[config.mk]
export PLATFORM = sky130hd
export DESIGN_NAME = multi_quadrature_encoder_decoder_top
export DESIGN_NICKNAME = d
export VERILOG_FILES = /design/src/mqed_pkg.sv /design/src/multi_quadrature_encoder_decoder_top.sv
export SDC_FILE = /design/constraint.sdc
export NUM_CORES = 1
export LEC_CHECK = 0
export BUFFER_PORTS_ARGS = -buffer_cell sky130_fd_sc_hd__buf_2
export CAP_MARGIN = 20
export CORE_MARGIN = 1.5
export CORE_UTILIZATION = 67
export CTS_CLUSTER_SIZE = 20
export DETAILED_ROUTE_END_ITERATION = 10
export GPL_TIMING_DRIVEN = 1
export PLACE_DENSITY = 0.85
export SLEW_MARGIN = 20
export SYNTH_ARGS = -nofsm -noshare
export SYNTH_HDL_FRONTEND = slang
export SYNTH_SLANG_ARGS = --single-unit
[constraint.sdc]
create_clock -name i_clk -period 5.79 [get_ports i_clk]
set_clock_uncertainty 0.15 [all_clocks]
set_input_delay 0.579 -clock i_clk [delete_from_list [all_inputs] [get_ports i_clk]]
set_output_delay 0.579 -clock i_clk [all_outputs]
set_load 0.03 [all_outputs]
[src/mqed_pkg.sv]
// ----------------------------------------------------------------------------
// mqed_pkg
// Shared types, constants and the quadrature transition table for the
// multi-encoder quadrature decoder.
// ----------------------------------------------------------------------------
package mqed_pkg;

    localparam int unsigned IndexWidth = 5;
    localparam int unsigned PairWidth  = 2;
    localparam int unsigned CountWidth = 4;
    localparam int unsigned StepWidth  = 2;

    // Pulse count value after reset and after every emitted step.
    localparam logic [CountWidth-1:0] PULSE_RESET = 4'd8;

    // Step codes on the result channel.
    localparam logic signed [StepWidth-1:0] STEP_NONE = 2'sb00;
    localparam logic signed [StepWidth-1:0] STEP_CW   = 2'sb01;
    localparam logic signed [StepWidth-1:0] STEP_CCW  = 2'sb11;

    // Per-encoder state word as it sits in the state memory.
    typedef struct packed {
        logic [PairWidth-1:0]  pair;
        logic [CountWidth-1:0] count;
        logic                  dir;
    } t_entry;

    localparam t_entry ENTRY_RESET = '{pair: 2'b00, count: PULSE_RESET, dir: 1'b0};

    // Standard quadrature table indexed by {old pair, new pair}. Returns +1 for
    // the 00-01-11-10 order, -1 for the reverse, 0 for no or invalid change.
    function automatic logic signed [StepWidth-1:0] quad_delta(
        input logic [2*PairWidth-1:0] code
    );
        logic signed [StepWidth-1:0] d;
        begin
            unique case (code)
                4'b0001, 4'b0111, 4'b1000, 4'b1110: d = STEP_CW;
                4'b0010, 4'b0100, 4'b1011, 4'b1101: d = STEP_CCW;
                default:                            d = STEP_NONE;
            endcase
            return d;
        end
    endfunction

endpackage

[src/multi_quadrature_encoder_decoder_top.sv]
// ----------------------------------------------------------------------------
// multi_quadrature_encoder_decoder_top
// Decodes the scanned A/B samples of many quadrature encoders into detent
// steps, keeping each encoder's state in a small synchronous memory.
// ----------------------------------------------------------------------------
// Usage:
// The input channel (i_in_valid / o_in_ready) carries one sample per transfer:
// an encoder index and that encoder's sampled A/B pair. The result channel
// (o_out_valid / i_out_ready) returns exactly one step per sample, in the same
// order: +1 clockwise, -1 counterclockwise, 0 for no step.
// A transferred sample is loaded into the compute stage while its state is
// read, then into the result register, from which its step transfers.
// Throughput: one sample per clock cycle while the receiver is ready,
// including back-to-back samples for the same encoder; each sample makes a
// single read-modify-write of the state memory, whose read is registered and
// whose write-back is forwarded to a following sample of the same encoder.
// Reset (synchronous, active low) empties the pipeline and clears the per-entry
// valid bits at once, so every encoder reads as pair 00, count 8, direction 0
// right after reset with no clearing pass. No sample is taken during reset.
// When the receiver stalls, the result register holds its step and the one
// sample in flight waits in the compute stage; a new sample is still taken
// as long as the compute stage can move on into the result register.
// Samples whose index is at or above ENCODERS leave all state unchanged and
// return a step of 0.
// ----------------------------------------------------------------------------
module multi_quadrature_encoder_decoder_top #(
    parameter int unsigned ENCODERS    = 32,
    parameter int unsigned STEP_PULSES = 4
) (
    input  logic                                   i_clk,
    input  logic                                   i_rst_n,
    input  logic                                   i_in_valid,
    output logic                                   o_in_ready,
    input  logic [mqed_pkg::IndexWidth-1:0]        i_encoder_index,
    input  logic [mqed_pkg::PairWidth-1:0]         i_ab_pair,
    output logic                                   o_out_valid,
    input  logic                                   i_out_ready,
    output logic signed [mqed_pkg::StepWidth-1:0]  o_step
);
    import mqed_pkg::*;

    // Only indices that fit in the input field can ever be stored.
    localparam int unsigned IndexSpan = 1 << IndexWidth;
    localparam int unsigned Depth     = (ENCODERS < IndexSpan) ? ENCODERS : IndexSpan;
    localparam int unsigned AddrWidth = (Depth > 1) ? $clog2(Depth) : 1;

    // State memory and its per-entry valid bits. An entry that was never
    // written reads as the reset state.
    t_entry r_mem [Depth];
    logic   r_vld [Depth];

    // Memory read port output, registered.
    t_entry r_rd_entry;
    logic   r_rd_vld;

    // Compute stage: holds the sample whose state is being read.
    logic                 r_s1_valid;
    logic [AddrWidth-1:0] r_s1_addr;
    logic [PairWidth-1:0] r_s1_pair;
    logic                 r_s1_inrange;

    // Last entry written back, kept for forwarding.
    logic                 r_wb_valid;
    logic [AddrWidth-1:0] r_wb_addr;
    t_entry               r_wb_entry;

    // Result register.
    logic                        r_out_valid;
    logic signed [StepWidth-1:0] r_out_step;

    logic                        in_fire;
    logic                        s1_fire;
    logic                        in_range;
    logic [AddrWidth-1:0]        rd_addr;
    t_entry                      cur_entry;
    t_entry                      n_entry;
    logic signed [StepWidth-1:0] delta;
    logic signed [StepWidth-1:0] n_step;
    logic [CountWidth-1:0]       moved_count;
    logic                        moved_dir;
    logic [(1<<CountWidth)-1:0]  is_multiple;

    // Which count values are a multiple of STEP_PULSES, settled at elaboration.
    for (genvar g = 0; g < (1 << CountWidth); g++) begin : g_mult
        assign is_multiple[g] = ((g % STEP_PULSES) == 0);
    end

    // The compute stage moves on whenever the result register is free or
    // is being emptied in this cycle. Nothing is taken while reset is held.
    assign s1_fire    = r_s1_valid && (!r_out_valid || i_out_ready);
    assign o_in_ready = i_rst_n && (!r_s1_valid || s1_fire);
    assign in_fire    = i_in_valid && o_in_ready;

    assign in_range = (32'(i_encoder_index) < ENCODERS);
    assign rd_addr  = in_range ? i_encoder_index[AddrWidth-1:0] : '0;

    // Read-modify-write of one encoder's state.
    always_comb begin
        // A write to the same entry at the edge of the read is not yet seen by
        // the memory output, so take it from the write-back register instead.
        if (r_wb_valid && (r_wb_addr == r_s1_addr)) begin
            cur_entry = r_wb_entry;
        end else if (r_rd_vld) begin
            cur_entry = r_rd_entry;
        end else begin
            cur_entry = ENTRY_RESET;
        end

        delta       = quad_delta({cur_entry.pair, r_s1_pair});
        moved_dir   = (delta == STEP_CW);
        moved_count = moved_dir ? (cur_entry.count + 4'd1) : (cur_entry.count + 4'd15);

        n_entry      = cur_entry;
        n_entry.pair = r_s1_pair;
        n_step       = STEP_NONE;

        if (delta != STEP_NONE) begin
            n_entry.count = moved_count;
            n_entry.dir   = moved_dir;
            // A step needs the same direction as the previous pulse and a
            // count that lands on a multiple of the pulses per detent.
            if ((cur_entry.dir == moved_dir) && is_multiple[moved_count]) begin
                n_entry.count = PULSE_RESET;
                n_step        = moved_dir ? STEP_CW : STEP_CCW;
            end
        end

        if (!r_s1_inrange) begin
            n_step = STEP_NONE;
        end
    end

    // Memory read and write ports; no reset on the storage itself.
    always_ff @(posedge i_clk) begin
        if (in_fire) begin
            r_rd_entry <= r_mem[rd_addr];
        end
        if (s1_fire && r_s1_inrange) begin
            r_mem[r_s1_addr] <= n_entry;
        end
    end

    // Valid bits: cleared at reset, set on the first write to an entry.
    always_ff @(posedge i_clk) begin
        if (!i_rst_n) begin
            for (int i = 0; i < Depth; i++) begin
                r_vld[i] <= 1'b0;
            end
            r_rd_vld <= 1'b0;
        end else begin
            if (in_fire) begin
                r_rd_vld <= r_vld[rd_addr];
            end
            if (s1_fire && r_s1_inrange) begin
                r_vld[r_s1_addr] <= 1'b1;
            end
        end
    end

    // Pipeline control.
    always_ff @(posedge i_clk) begin
        if (!i_rst_n) begin
            r_s1_valid  <= 1'b0;
            r_wb_valid  <= 1'b0;
            r_out_valid <= 1'b0;
        end else begin
            if (in_fire) begin
                r_s1_valid <= 1'b1;
            end else if (s1_fire) begin
                r_s1_valid <= 1'b0;
            end
            if (s1_fire && r_s1_inrange) begin
                r_wb_valid <= 1'b1;
            end
            if (s1_fire) begin
                r_out_valid <= 1'b1;
            end else if (i_out_ready) begin
                r_out_valid <= 1'b0;
            end
        end
    end

    // Payload registers.
    always_ff @(posedge i_clk) begin
        if (in_fire) begin
            r_s1_addr    <= rd_addr;
            r_s1_pair    <= i_ab_pair;
            r_s1_inrange <= in_range;
        end
        if (s1_fire && r_s1_inrange) begin
            r_wb_addr  <= r_s1_addr;
            r_wb_entry <= n_entry;
        end
        if (s1_fire) begin
            r_out_step <= n_step;
        end
    end

    assign o_out_valid = r_out_valid;
    assign o_step      = r_out_step;

endmodule

Word level (Yosys, flattened, before mapping)
Memories as Yosys holds them, arrays and structs flattened. A register that Yosys moved wholly into a read port is not among the register bits.
Index checks and enable logic that the tools add are counted.
{"block": "word_totals", "register_bits": 24, "ram_bits": 256, "mem_bits_ro": 48, "input_bits": 11, "output_inout_bits": 4, "n_memories": 4}
{"memory": "r_mem", "depth": 32, "width": 7, "rd": 1, "rd_clocked_by_memory_dff": 1, "write_ports": 1, "line": "multi_quadrature_encoder_decoder_top.sv:49", "source": "t_entry r_mem [Depth];"}
{"memory": "(no name shown)", "depth": 16, "width": 2, "rd": 1, "rd_clocked_by_memory_dff": 0, "write_ports": 0, "line": "mqed_pkg.sv:37", "source": "unique case (code)"}
{"memory": "r_vld", "depth": 32, "width": 1, "rd": 1, "rd_clocked_by_memory_dff": 1, "write_ports": 32, "line": "multi_quadrature_encoder_decoder_top.sv:50", "source": "logic r_vld [Depth];"}
{"memory": "(no name shown)", "depth": 16, "width": 1, "rd": 1, "rd_clocked_by_memory_dff": 0, "write_ports": 0, "line": "multi_quadrature_encoder_decoder_top.sv:122", "source": "if ((cur_entry.dir == moved_dir) && is_multiple[moved_count]) begin"}
{"block": "op_classes", "addsub": 2, "n_lt_le_gt_ge": 1, "eq_ne": 3, "muxes": 19, "n_reduce_logical": 15}
{"operator": "7-bit two-way mux", "n": 2}
{"operator": "1-bit two-way mux", "n": 12}
{"operator": "5-bit two-way mux", "n": 2}
{"operator": "4-bit two-way mux", "n": 2}
{"operator": "2-bit nonzero test", "n": 3}
{"operator": "5-bit == test", "n": 1}
{"operator": "1-bit logical AND", "n": 5}
{"operator": "4-bit by 5-bit less-than comparator with 1-bit output, second input constant", "n": 1}
{"operator": "4-bit by 1-bit adder with 4-bit output, second input constant", "n": 1}
{"operator": "4-bit adder, second input constant", "n": 1}
{"operator": "1-bit zero test", "n": 3}
{"operator": "2-bit == test, second input constant", "n": 1}
{"operator": "1-bit logical OR", "n": 2}
{"operator": "2-bit two-way mux", "n": 1}
{"operator": "2-bit AND reduction", "n": 1}
{"operator": "1-bit == test", "n": 1}
{"operator": "1-bit OR reduction", "n": 1}

Depth between registers and ports, before layout
An unclocked memory read counts as a cell.
{"block": "depth", "word_depth": 11, "ltp_mapped": 11, "mapped_depth_nobuf": 10}

Least setup slack after synthesis
OpenSTA, ideal clock, no wires.
{"block": "synth_path", "kind": "flip-flop to flip-flop", "start": "register r_s1_addr[3]", "end": "memory r_mem[0][1] (netlist name), data pin", "setup_time_ns": 0.376, "arrival_ns": 2.825, "required_ns": 5.264, "slack_ns": 2.438, "stages_incl_launch_ff": 9, "synth_period_minus_slack_ns": 3.352, "cell_sequence": "edfxtp_1 -> buf_6 -> xor2_2 -> nor4_4 -> a21oi_2 -> or2_1 -> o32a_1 -> nand2b_4 -> xor2_1"}
{"element": "from (decl)", "line": "multi_quadrature_encoder_decoder_top.sv:58", "source": "logic [AddrWidth-1:0] r_s1_addr;"}
{"element": "from (signal assigned)", "line": "multi_quadrature_encoder_decoder_top.sv:186", "source": "r_s1_addr <= rd_addr;"}
{"element": "to (decl)", "line": "multi_quadrature_encoder_decoder_top.sv:49"}

==> summary.md <==
| Metric | Value |
|---|---|
| CTS resizes | `0` |
| Dpl cells | `613` |
| Detailed-route via count | `4668` |
| Clock Latency Late Sink | `0.51 ns` |
| Final nets | `approximately 480` |
| Mean Syn Cell Area | `19.5 sq um` |
| Sw Ratio | `21.2%` |
| I/O pin cnt | `15` |
| Synth Cell Area | `0.00868 sq mm` |
| Psw | `about 700 uW` |
| Initial antenna violation count | `1` |
| Area grow syn2layout | `11.3%` |
| Largest net degree at the start of global routing | `50` |
| Sequential cell area | `approximately 0.0062 sq mm` |
| Crit-path cells | `xor2_2 > nor4_4 > a21o_2 > a21boi_0 > o32a_1 > nor2_1 > xnor2_1 > ha_1 > mux2_4` |
| Final Hold Slack | `roughly 0.10 ns` |
| Min-delay worst type | `input pin to flip-flop` |
| Final Instance Count excl. Fillers | `655` |
| Die W | `between 100 and 150 um` |
| Final WL | `approximately 20000 um` |
| FP Rows | `between 40 and 50` |
| Vias in the first global route | `about 4.7k` |
| CP Max Fanout | `33` |
| Crit path launch type | `flip-flop` |
| Fillers | `roughly 620` |
| Fin crit share | `~67%` |
| Fmax | `approximately 0.26 GHz` |
| GRT Total Usage | `31.3%` |
| Status | `completed` |
| Setup CP Type | `flip-flop to flip-flop` |
| WP data required | `5.83 ns` |
| Antenna Cells | `0` |
| Fin. Hold Viols | `0` |
| Htree depth | `1` |
| Synthesized flop and latch total | `220` |
| DR WL/cell | `between 30 and 40 um` |
| P_leak | `3.15 nW` |
| Setup bufs post-CTS | `0` |
| Clock group share of total power | `between 40% and 50%` |
| CTS Hold Bufs | `0` |
| DR iter-0 viols | `713` |
| Power Total | `3.32 mW` |
| Max IR drop VDD | `0.222 mV` |
| Placement Setup Slack | `just under 2 ns` |
| Slowest stage cell, crit path | `edfxtp_1` |
| Core Area | `around 0.013 sq mm` |
| Critical path arrival | `around 4 ns` |
| DR DRC count | `0` |
| Multi-input logic area | `0.00234 sq mm` |
| Synth unique cells | `39` |
| Flop pwr share | `between 50% and 60%` |
| Period minus WS final | `around 3.9 ns` |
| Synth warnings | `0` |
| Post-DP HPWL | `between 10000 and 15000 um` |
| # setup viols final | `0` |
| IO Port Bufs | `14` |
| Inserted Clock Buffers | `22` |
| Final GP Congestion | `around 0.76` |
| Sequential fraction of the synthesis area | `between 70% and 80%` |
| Die Ht | `approximately 120 um` |
| Share of cells above drive strength 1 | `roughly 28%` |
| Slew Limit Fails | `0` |
| Int Pwr | `between 2 and 3 mW` |
| Root Driver | `clkbuf_16` |
| Rel. slew slack | `approximately 32%` |
| Delay-heaviest family, CP | `compound AO/OA/AOI/OAI gates` |
| Setup TNS Final | `0 ns` |
| Clock Sinks | `220` |
| Crit path capture type | `flip-flop` |
| CTS max path bufs | `3` |
| Maxcap violations | `0` |
| RSZ-0062 raised after global routing | `no` |
| CP peak stage delay | `~0.55 ns` |
| ANT nets after route | `0` |
| DIE AREA | `~0.014 sq mm` |
| Slew @ Worst Pin | `approximately 1.0 ns` |
| Cells after Synth | `between 400 and 500` |
| Power Density | `343 mW/mm^2` |
| First-pass GRT wire length | `~30000 um` |
| Via density | `between 7 and 8` |
| Final critical-path setup slack | `about 1.9 ns` |
| TritonCTS clock tree | `built` |
| Buf/Inv on CP | `0` |
| Syn Nets | `about 460` |
| Logic pwr share | `about 5.1%` |
| 1st-pass router iterations | `5` |
| Starting density of the core | `between 60% and 70%` |
| Reg clk slew, reported paths | `approximately 0.070 ns` |
| Gr ovfl total | `0` |
==> sequential cells by signal, summed over array words and instances (netlist names), 2 cells and up <==
name        cells
r_s1_addr       5
r_rd_entry      5
r_wb_entry      5
r_s1_pair       2
r_vld          32
o_step          2
r_mem         160
r_wb_addr       5
==> power groups by stage <==
stage | registers [mW] | clock network, mW | logic, mW
after floorplan | 1.78 | 0 | 0.107
after global placement | 1.79 | 0 | 0.145
after detailed placement | 1.79 | 0 | 0.152
after CTS | 1.76 | 1.40 | 0.159
after global routing | 1.75 | 1.46 | 0.175
final | 1.75 | 1.39 | 0.169
==> final cells by class <==
cell class | count | area share [%]
timing repair buffer | 20 | 1.35
clock buffer | 29 | 6.50
tap | 172 | 2.23
inverter | 3 | 0.117
multi-input combinational | 200 | 24.3
sequential | 220 | 64.7
clock inverter | 11 | 0.855
==> synth_stat cells (all sizes together) <==
cell,number,area (sq um)
edfxtp,184,5530
mux4,60,1350
dfxtp,36,721
nor2,35,131
o21a,34,255
clkbuf,12,45.0
nand2,12,45.0
buf,10,53.8
mux2,6,71.3
and3,5,31.3
ha,5,62.6
nand3b,5,37.5
xor2,5,58.8
a21oi,4,23.8
a21boi,3,22.5
and2,3,20.0
inv,3,11.3
nor2b,3,18.8
or3b,3,26.3
mux2i,2,20.0
nand3,2,10.0
o21ai,2,10.0
xnor2,2,17.5
a21o,1,8.76
a31o,1,8.76
nand2b,1,13.8
nor4,1,21.3
o2bb2ai,1,8.76
o32a,1,10.0
or2,1,6.26
or3,1,7.51
xnor3,1,23.8
==> metrics by stage <==
step | area [sq um] | util [%]
2_1_floorplan | 8680 | -
3_3_place_gp | 8910 | 70.6
3_5_place_dp | 8910 | 70.6
4_1_cts | 9620 | 76.2
5_1_grt | 9660 | 76.5
6_report | 9660 | 76.5
==> cell usage in the layout (no fill, tap or decap), types with 3 or more instances in the layout <==
cell / instances
edfxtp_1: 184
a21boi_0: 3
inv_1: 3
nor2_1: 35
and3_1: 5
clkbuf_8: 3
mux4_2: 60
or3b_2: 3
clkinv_2: 5
nor2b_1: 3
dfxtp_1: 36
buf_2: 14
clkbuf_16: 23
mux2_2: 5
nand2_1: 12
nand3b_1: 5
clkbuf_1: 3
clkinv_1: 3
buf_4: 4
ha_1: 5
o21a_1: 34
==> routing by layer <==
| layer | share of wire (%) | GRT usage (%) | up-vias |
|---|---|---|---|
| met5 | 0 | 0 | - |
| met4 | 5.8 | 17.3 | 0 |
| met3 | 11 | 9.37 | 86 |
| met2 | 48 | 49.8 | 397 |
| met1 | 35 | 39.3 | 2357 |
| li1 | - | - | 1828 |
==> kinds of logic after synthesis <==
kind of cell	Yosys count	share of synthesized area (%)
buffers and inverters	25	1.27
AND/OR/NAND/NOR	72	4.25
adder cells (fa/ha/maj)	5	0.721
multiplexers	68	16.6
flip-flops	220	72.0
XOR/XNOR	8	1.15
AO/OA/AOI/OAI	47	4.01
==> final timing paths <==
kind,slack (ns),to,start,depth (start not counted)
setup / recovery,1.94,r_mem[25][2]$_DFFE_PP_,r_s1_addr[3]$_DFFE_PP_,9
hold reg to reg,0.32,r_vld[8]$_DFF_P_,r_vld[8]$_DFF_P_,1
setup reg to reg,1.94,r_mem[25][2]$_DFFE_PP_,r_s1_addr[3]$_DFFE_PP_,9
hold / removal,0.10,r_s1_pair[1]$_DFFE_PP_,i_ab_pair[1],1
Note: power is estimated with default switching activity, not from simulation.
